File: config.mk
export PLATFORM = sky130hd
export DESIGN_NAME = gff_div
export DESIGN_NICKNAME = d
export VERILOG_FILES = /design/src/rtl/core/grid_flood_fill_end_to_end_macros.svh /design/src/rtl/core/gff_div.sv
export SDC_FILE = /design/constraint.sdc
export NUM_CORES = 1
export LEC_CHECK = 0
export ABC_CLOCK_PERIOD_IN_PS = 4000
export BUFFER_PORTS_ARGS = -buffer_cell sky130_fd_sc_hd__buf_2
export CORE_AREA = 10 10 90 68
export CTS_BUF_LIST = sky130_fd_sc_hd__clkbuf_2 sky130_fd_sc_hd__clkbuf_4 sky130_fd_sc_hd__clkbuf_8
export CTS_CLUSTER_DIAMETER = 50
export DETAILED_ROUTE_END_ITERATION = 10
export DIE_AREA = 0 0 100 78
export PLACE_DENSITY = 0.81
export SLEW_MARGIN = 0
export SYNTH_ARGS = -nofsm -noshare
export SYNTH_HDL_FRONTEND = slang
export SYNTH_SLANG_ARGS = --single-unit
export TNS_END_PERCENT = 10
File: constraint.sdc
create_clock -name clk -period 4 [get_ports clk]
set_input_delay 0.8 -clock clk [delete_from_list [all_inputs] [get_ports clk]]
set_output_delay 0.8 -clock clk [all_outputs]
set_load 0.05 [all_outputs]
File: src/rtl/core/grid_flood_fill_end_to_end_macros.svh
// Assertion macros for the grid flood fill block.
// Expects clk and rst_n in the scope where a macro is used.
`ifndef GRID_FLOOD_FILL_END_TO_END_MACROS_SVH
`define GRID_FLOOD_FILL_END_TO_END_MACROS_SVH

// same-cycle implication
`define GFF_ASSERT_IMP(lbl, ante, cons, msg) \
  lbl: assert property (@(posedge clk) disable iff (!rst_n) (ante) |-> (cons)) \
    else $error(msg);

// next-cycle implication
`define GFF_ASSERT_NXT(lbl, ante, cons, msg) \
  lbl: assert property (@(posedge clk) disable iff (!rst_n) (ante) |=> (cons)) \
    else $error(msg);

`endif

File: src/rtl/core/gff_div.sv
// Restoring divider, one quotient bit per cycle.
// No dependencies.
`default_nettype none

module gff_div #(
  parameter int NW = 18,
  parameter int DW = 9
) (
  input  wire logic          clk,
  input  wire logic          rst_n,
  input  wire logic          start,
  input  wire logic [NW-1:0] dividend,
  input  wire logic [DW-1:0] divisor,
  output logic      [NW-1:0] quot,
  output logic      [DW-1:0] rem,
  output logic               done
);

  localparam int CNTW = $clog2(NW + 1);

  logic            busy_r;
  logic [CNTW-1:0] cnt_r;
  logic [NW-1:0]   quot_r;
  logic [DW-1:0]   rem_r;
  logic [DW-1:0]   dvs_r;
  logic [DW:0]     shifted;
  logic            ge;
  logic [DW:0]     diff;

  assign shifted = {rem_r, quot_r[NW-1]};
  assign ge      = shifted >= {1'b0, dvs_r};
  assign diff    = shifted - {1'b0, dvs_r};

  always_ff @(posedge clk) begin
    if (!rst_n) begin
      busy_r <= 1'b0;
      cnt_r  <= '0;
    end else if (start) begin
      busy_r <= 1'b1;
      cnt_r  <= CNTW'(NW);
      quot_r <= dividend;
      rem_r  <= '0;
      dvs_r  <= divisor;
    end else if (busy_r) begin
      if (cnt_r != '0) begin
        rem_r  <= ge ? diff[DW-1:0] : shifted[DW-1:0];
        quot_r <= {quot_r[NW-2:0], ge};
        cnt_r  <= cnt_r - CNTW'(1);
      end else begin
        busy_r <= 1'b0;
      end
    end
  end

  assign done = busy_r && (cnt_r == '0);
  assign quot = quot_r;
  assign rem  = rem_r;

endmodule

`default_nettype wire

=== Word-level counts from Yosys, hierarchy flattened ===
Index checks and enable logic that the tools add are counted.

* $mul: 0
* Divide/modulo/power cells: 0
* Multiplexer cells: 12
* Bitwise operators: 1
* Equality and inequality tests: 0
* Reduce and logical (&&, ||, !) cells: 10
* Magnitude comparators: 1
* Shifts and indexed selects: 0
* $add $sub $neg: 2

{| class="wikitable"
|+ Operators by type and width
! cell !! count
|-
| 18-bit two-way mux || 3
|-
| 9-bit two-way mux || 3
|-
| 5-bit two-way mux || 3
|-
| 10-bit by 9-bit greater-or-equal comparator with 1-bit output || 1
|-
| 9-bit subtractor || 1
|-
| 2-bit AND reduction || 3
|-
| 5-bit zero test || 1
|-
| 5-bit nonzero test || 1
|-
| 5-bit by 1-bit subtractor with 5-bit output (second input constant) || 1
|-
| 2-bit nonzero test || 2
|-
| 1-bit two-way mux || 3
|-
| 3-bit AND reduction || 1
|-
| 2-bit OR reduction || 1
|-
| 1-bit logical AND || 1
|-
| 1-bit inverter || 1
|}

* Register bits: 42
* Bits in latches: 0
* ROM bits: 0
* Memories kept: 0
* Memory bits (writable): 0

=== Depth between registers and ports, before layout ===
Gate-level depths: netlist of run 1.

* Depth after elaboration: 4
* Mapped depth: 10
* Mapped depth without buffers: 9

=== Least setup slack after synthesis of run 1 ===
OpenSTA, ideal clock, no wires.

* Path type: register to register
* Start: register quot_r[17], in the netlist quot[17]
* End: register quot_r[0], in the netlist quot[0] (data pin)
* Path buffers: 1
* Data arrival time: 2389 ps
* Setup time: 260 ps
* Clock period less this slack: 2649 ps
* Data required time: 3740 ps
* Stages on the path, launching flop included: 10
* Slack: 1351 ps
* Cell sequence: edfxtp_1 inv_1 ha_1 inv_1 fa_1 a21o_1 a221oi_4 a31oi_4 buf_6 mux2_2

* Longest elaborated chain between the ends: 4

{| class="wikitable"
|+ Ends and longest elaborated chain
! item !! RTL line !! RTL
|-
| start: declaration || gff_div.sv:23 || <nowiki>logic [NW-1:0] quot_r;</nowiki>
|-
| start signal: assignment || gff_div.sv:41 || <nowiki>quot_r <= dividend;</nowiki>
|-
| start signal: assignment || gff_div.sv:47 || <nowiki>quot_r <= {quot_r[NW-2:0], ge};</nowiki>
|-
| 10-bit by 9-bit greater-or-equal comparator with 1-bit output || gff_div.sv:31 || <nowiki>assign ge = shifted >= {1'b0, dvs_r};</nowiki>
|-
| 18-bit two-way mux || gff_div.sv:45 || <nowiki>if (cnt_r != '0) begin</nowiki>
|-
| 18-bit two-way mux || gff_div.sv:44 || <nowiki>end else if (busy_r) begin</nowiki>
|-
| 18-bit two-way mux || gff_div.sv:38 || <nowiki>end else if (start) begin</nowiki>
|}

No other way between the ends. The select of a mux whose other input is x is not followed.
A chain may end at the register's enable or synchronous reset.

=== Worst setup path after layout of run 1 ===
Ends and elaborated chain as after synthesis.

==> reports/results.txt, run 1 <==
Placed cells - 282
RSZ-0062 raised after global routing - no
Hold Violations, Final - 0
Die Area - 7800 um^2
CTS Buffer Depth - 2
Postcts setup bufs - 0
Distinct cells, synth - 41
Rows - 21
Area Growth Syn to Fin - 20.0%
Sequential share of the synthesized area - 54.2%
Buffers added on ports - 57
Final core area utilization - 58.5%
Drt initial violations - 65
Largest net degree at the start of global routing - 34
Number of synthesized register bits - 42
Setup TNS - 0 ns
Hold_buf cts - 0
H-tree levels - 2
Relative slew slack - 66.7%
Reg clk slew, reported paths - 0.07 ns
Final setup fails - 0
Worst hold path class - register to register
DRT antenna net count - 0
PD cells - 430 nW/um^2
CTS tree - built
Max Transition Viols Final - 0
Core Area - 4550 um^2
Worst slew pin tran - 0.499 ns
Ports - 58
DR vias/cell - 5.09
Peak Freq - 396 MHz
CP Class - register to register
Leak - 1.13 nW
Most frequent cells in the layout - buf_2 (57), edfxtp_1 (36), mux2_2 (18), inv_1 (15), nor2_1 (13)
Drt total wl - 4480 um
DP HPWL - 3410 um
Synth warn - 0
RD Place Congestion - 0.806
Vias in the first global route - 1,505
Synthesized cell area - 2220 um^2
Outcome - finished, final reports clean
Max IR drop VDD - 221 uV
TritonCTS Sinks - 42
Initial antenna violation count - 0
Resize count post-CTS - 0
Via count - 1,476
Grt ovf - 0
GR Util All Layers - 11.4%
Total Nets Final - 273
DRT Pass-1 Iters - 4
Die H - 78 um
Critical Path Fanout Max - 14
Place WS - 1.50 ns
Syn Area/Cell - 13.0 um^2
Syn nets - 212
CTS root buf - clkbuf_8
Max Clock Skew - 0.00633 ns
Synth Instances - 171
Antenna diode count - 0
Layout cells sized above 1 - 41.6%
Die W - 100 um
Crit path DAT - 2.57 ns
CTS buffer count - 5
Avg WL per Cell - 15.4 um
CP required - 4.04 ns
# DRC - 0
Final Cycle Share - 63.1%
Initial Utilization - 48.7%
Kind of start point of the critical path - register
Final worst setup slack - 1.48 ns
Non-Filler Instances - 290
Max-cap violation count - 0
Clock latency reported for the late side of the worst-skew pair - 0.29 ns
Commonest non-fill, non-tap cell in the layout - buf_2
First-pass GRT wire length - 7100 um
CP Capture Type - register
Min Clock Period, post-route - 2.52 ns
where the power goes:
group / leakage [nW] / switching (mW) / internal, mW
registers: 0.392 / 0.0190 / 0.517
logic: 0.683 / 0.198 / 0.119
clock network: 0.0523 / 0.136 / 0.154
total: 1.13 / 0.354 / 0.791
path summary, 6_finish.rpt:
path                          from                     to  slack, ns  cells past startpoint
max             quot[17]$_DFFE_PP_      quot[0]$_DFFE_PP_       1.48                      8
min          cnt_r[3]$_SDFFE_PP0P_  cnt_r[3]$_SDFFE_PP0P_       0.55                      2
max reg2reg     quot[17]$_DFFE_PP_      quot[0]$_DFFE_PP_       1.48                      8
min reg2reg  cnt_r[3]$_SDFFE_PP0P_  cnt_r[3]$_SDFFE_PP0P_       0.55                      2
cell families (layout without fill, tap and decap cells):
logic type                 after synthesis  in the layout  synth area share [%]
and+or+nand+nor                         39             39                  9.37
muxes                                   22             22                  11.2
adders and majority gates               11             11                  6.55
AOI/OAI and AO/OA                       31             31                  12.6
xor gates and xnor gates                 6              6                  2.37
buffers and inverters                   20             82                  3.73
DFF                                     42             42                  54.2
routing by layer:
layer / vias up / global-route usage, % / share of wire (%)
li1: 747 / - / -
met1: 681 / 14.7 / 48
met2: 41 / 16.5 / 42
met3: 7 / 4.69 / 8.3
met4: 0 / 5.07 / 1.5
met5: - / 0 / 0
worst max-delay path: stages, from the launching register on:
cell	delay, ns
edfxtp_1	0.42
inv_1	0.08
ha_1	0.17
inv_1	0.06
fa_1	0.40
a21o_1	0.22
a221oi_4	0.36
a31oi_4	0.24
mux2_2	0.33
cell usage after synthesis:
library cell,count,area (um^2)
edfxtp_1,36,1080
mux2_2,18,203
inv_1,15,56.3
nor2_1,13,48.8
ha_1,10,125
dfxtp_1,6,120
o21ai_0,6,30.0
a21oi_1,5,25.0
nand2_1,5,18.8
o21a_1,5,37.5
xnor2_1,5,43.8
clkbuf_1,4,15.0
nand3_1,4,20.0
a211oi_2,3,37.5
a21o_1,3,22.5
mux2i_1,3,30.0
nand2b_1,2,12.5
nor2b_1,2,12.5
o2111ai_1,2,17.5
or2_0,2,12.5
or3_1,2,12.5
a2111oi_4,1,27.5
a221oi_4,1,26.3
a22oi_1,1,7.51
a31oi_4,1,21.3
and2_1,1,6.26
and3_1,1,6.26
and3_2,1,7.51
buf_6,1,11.3
fa_1,1,20.0
mux2_4,1,15.0
nand4_2,1,12.5
nor3_2,1,10.0
nor4_1,1,6.26
o211a_1,1,10.0
o21bai_1,1,7.51
o31a_1,1,8.76
or2_1,1,6.26
or2_2,1,6.26
or3b_2,1,8.76
xor2_1,1,8.76
metrics by stage:
step	hold slack, ns	power (mW)	cell area (um^2)
5_1_grt	0.575	1.20	2660
4_1_cts	0.551	1.16	2660
3_5_place_dp	0.526	0.865	2560
6_report	0.550	1.14	2660
2_1_floorplan	0.499	0.798	2220
3_3_place_gp	0.525	0.860	2560
flip-flops by register name (all words and copies together), names as in the netlist:
register,cells
busy_r,1
cnt_r,5
dvs_r,9
quot,18
rem,9
area by class of cell:
| type | instances | area (um^2) |
|---|---|---|
| multi-input combinational | 109 | 932 |
| inverter | 15 | 56.3 |
| sequential | 42 | 1200 |
| clock buffer | 8 | 97.6 |
| timing repair buffer | 59 | 300 |
| fill | 384 | 1890 |
| tap | 57 | 71.3 |
Note: power is estimated with default switching activity, not from simulation.
==> run 2: changes to the inputs <==
Settings changed: ABC_CLOCK_PERIOD_IN_PS 4000 to 2100, CORE_AREA 10 10 90 68 to 10 10 92 70, DIE_AREA 0 0 100 78 to 0 0 102 80, PLACE_DENSITY 0.81 to 0.8.
Clock period 4 ns to 2.1 ns, I/O delays scaled along.
==> run 2 against run 1 <==
The flow now finishes with violations (negative setup slack). Cell count rose by 9.7%. Sequential share of layout area fell by 4.0 points. Clock skew rose by 0.00091 ns. Critical path depth rose by 1. Largest cell class unchanged.
==> reports/results.txt, run 2 (same netlist as run 1, synthesis figures left out) <==
Grt ovf - 0 (unchanged)
DRT Pass-1 Iters - 4 (unchanged)
H-tree levels - 2 (unchanged)
Setup TNS - -2.20 ns (was 0 ns)
Met1 Usage GRT - 17.2% (was 14.7%)
CP Capture Type - register (unchanged)
Avg WL per Cell - 16.3 um (was 15.4 um)
Final instance area - 2920 um^2 (was 2660 um^2)
TritonCTS Sinks - 42 (unchanged)
Most frequent cells in the layout - buf_2 (57), edfxtp_1 (36), buf_4 (27), mux2_2 (18), inv_1 (14) (was buf_2 (57), edfxtp_1 (36), mux2_2 (18), inv_1 (15), nor2_1 (13))
Leak - 1.26 nW (was 1.13 nW)
Relative slew slack - 69.5% (was 66.7%)
CP Class - register to register (unchanged)
Total Nets Final - 301 (was 273)
CP required - 2.15 ns (was 4.04 ns)
DR vias/cell - 5.21 (was 5.09)
CTS root buf - clkbuf_8 (unchanged)
Via count - 1,656 (was 1,476)
Rows - 21 (unchanged)
Placed cells - 304 (was 282)
Critical-path cell list - inv_1, ha_2, inv_2, fa_2, a21o_1, a221oi_4, buf_4, a31oi_4, mux2_2 (was inv_1, ha_1, inv_1, fa_1, a21o_1, a221oi_4, a31oi_4, mux2_2)
PD cells - 796 nW/um^2 (was 430 nW/um^2)
Worst slew pin tran - 0.458 ns (was 0.499 ns)
Ports - 58 (unchanged)
Min Clock Period, post-route - 2.36 ns (was 2.52 ns)
Die H - 80 um (was 78 um)
Final setup fails - 10 (was 0)
Max Transition Viols Final - 0 (unchanged)
DP Area - 2740 um^2 (was 2560 um^2)
Die W - 102 um (was 100 um)
Max IR drop VDD - 438 uV (was 221 uV)
Crit path DAT - 2.41 ns (was 2.57 ns)
Max Clock Skew - 0.00724 ns (was 0.00633 ns)
Buffers added on ports - 57 (unchanged)
Hold Violations, Final - 0 (unchanged)
DP HPWL - 3680 um (was 3410 um)
Total power - 2.32 mW (was 1.14 mW)
Kind of start point of the critical path - register (unchanged)
CTS buffer count - 5 (unchanged)
Worst hold path class - input port to register (was register to register)
Max-cap violation count - 0 (unchanged)
Met3 Usage GRT - 3.98% (was 4.69%)
Initial antenna violation count - 0 (unchanged)
Outcome - finished, violations left (was finished, final reports clean)
CTS Buffer Depth - 2 (unchanged)
GR Util All Layers - 13.3% (was 11.4%)
Drt total wl - 5180 um (was 4480 um)
Reg2reg setup slack - -0.26 ns (was 1.48 ns)
Vias in the first global route - 1,702 (was 1,505)
Antenna diode count - 0 (unchanged)
Area Growth Syn to Fin - 31.6% (was 20.0%)
CTS tree - built (unchanged)
Top delay family on crit path - compound AO/OA/AOI/OAI gates (unchanged)
Core Area - 4680 um^2 (was 4550 um^2)
Initial Utilization - 47.4% (was 48.7%)
Non-Filler Instances - 318 (was 290)
Critical Path Fanout Max - 7 (was 14)
Drt initial violations - 102 (was 65)
Failing checks - negative setup slack
Reg clk slew, reported paths - 0.08 ns (was 0.07 ns)
DRT antenna net count - 0 (unchanged)
Largest net degree at the start of global routing - 28 (was 34)
Layer with the highest usage - met2 (unchanged)
Place WS - -0.264 ns (was 1.50 ns)
RSZ-0062 raised after global routing - yes (was no)
Die Area - 8160 um^2 (was 7800 um^2)
Biggest cell delay along the critical path - 0.39 ns (was 0.42 ns)
# DRC - 0 (unchanged)
Fillers - 369 (was 384)
Final worst setup slack - -0.261 ns (was 1.48 ns)
Max reg flops - 18 (unchanged)
CP max-delay cell - edfxtp_1 (unchanged)
Clock latency reported for the late side of the worst-skew pair - 0.29 ns (about the same)
RD Place Congestion - 0.884 (was 0.806)
Final Cycle Share - 112% (was 63.1%)
Commonest non-fill, non-tap cell in the layout - buf_2 (unchanged)
First-pass GRT wire length - 8450 um (was 7100 um)
Buf/Inv on CP - 3 (was 2)
Layout cells sized above 1 - 49.4% (was 41.6%)
M2 GR Usage - 19.8% (was 16.5%)
Peak Freq - 424 MHz (was 396 MHz)
-- run 2: layout make-up --
class | instances | area [um^2] | share of cell area (%)
clock buffers | 8 | 91.3 | 3.13
inverters | 15 | 56.3 | 1.93
multi-input cells | 110 | 977 | 33.5
flip-flops and latches | 42 | 1200 | 41.2
well taps | 57 | 71.3 | 2.45
repair buffers | 86 | 519 | 17.8
-- run 2: where the power goes --
group,switching (mW),total (mW),internal [mW],leakage (nW)
clock,0.262,0.538,0.275,0.0498
sequential,0.0330,1.02,0.985,0.392
combinational,0.438,0.765,0.327,0.823
-- run 2: metrics by stage --
| stage | utilization, % | hold WS, ns |
|---|---|---|
| finish | 62.4 | 0.298 |
| global route | 62.4 | 0.283 |
| CTS | 61.8 | 0.288 |
| detailed placement | 58.6 | 0.525 |
| global placement | 58.6 | 0.525 |
| floorplan | - | 0.499 |
-- run 2: repair_timing --
| action | in CTS | in global routing |
|---|---|---|
| pin swaps | 4 | 2 |
| cloned | 1 | 0 |
| buffers inserted | 4 | 1 |
| hold buffers | 0 | 0 |
| gates resized for setup | 2 | 5 |
| endpoints found under the setup margin | 10 | 10 |
-- run 2: final timing paths --
check                          endpoint             startpoint  depth (start not counted)
hold reg to reg   cnt_r[3]$_SDFFE_PP0P_  cnt_r[3]$_SDFFE_PP0P_                          2
setup reg to reg      quot[0]$_DFFE_PP_     quot[17]$_DFFE_PP_                          9
hold / removal       dvs_r[8]$_DFFE_PP_             divisor[8]                          1
setup / recovery      quot[0]$_DFFE_PP_     quot[17]$_DFFE_PP_                          9
-- run 2: routing by layer --
metal | routed length, um | up-vias
met4 | 86 | 0
met5 | 0 | -
met2 | 2310 | 61
met1 | 2390 | 781
met3 | 392 | 7
li1 | - | 807
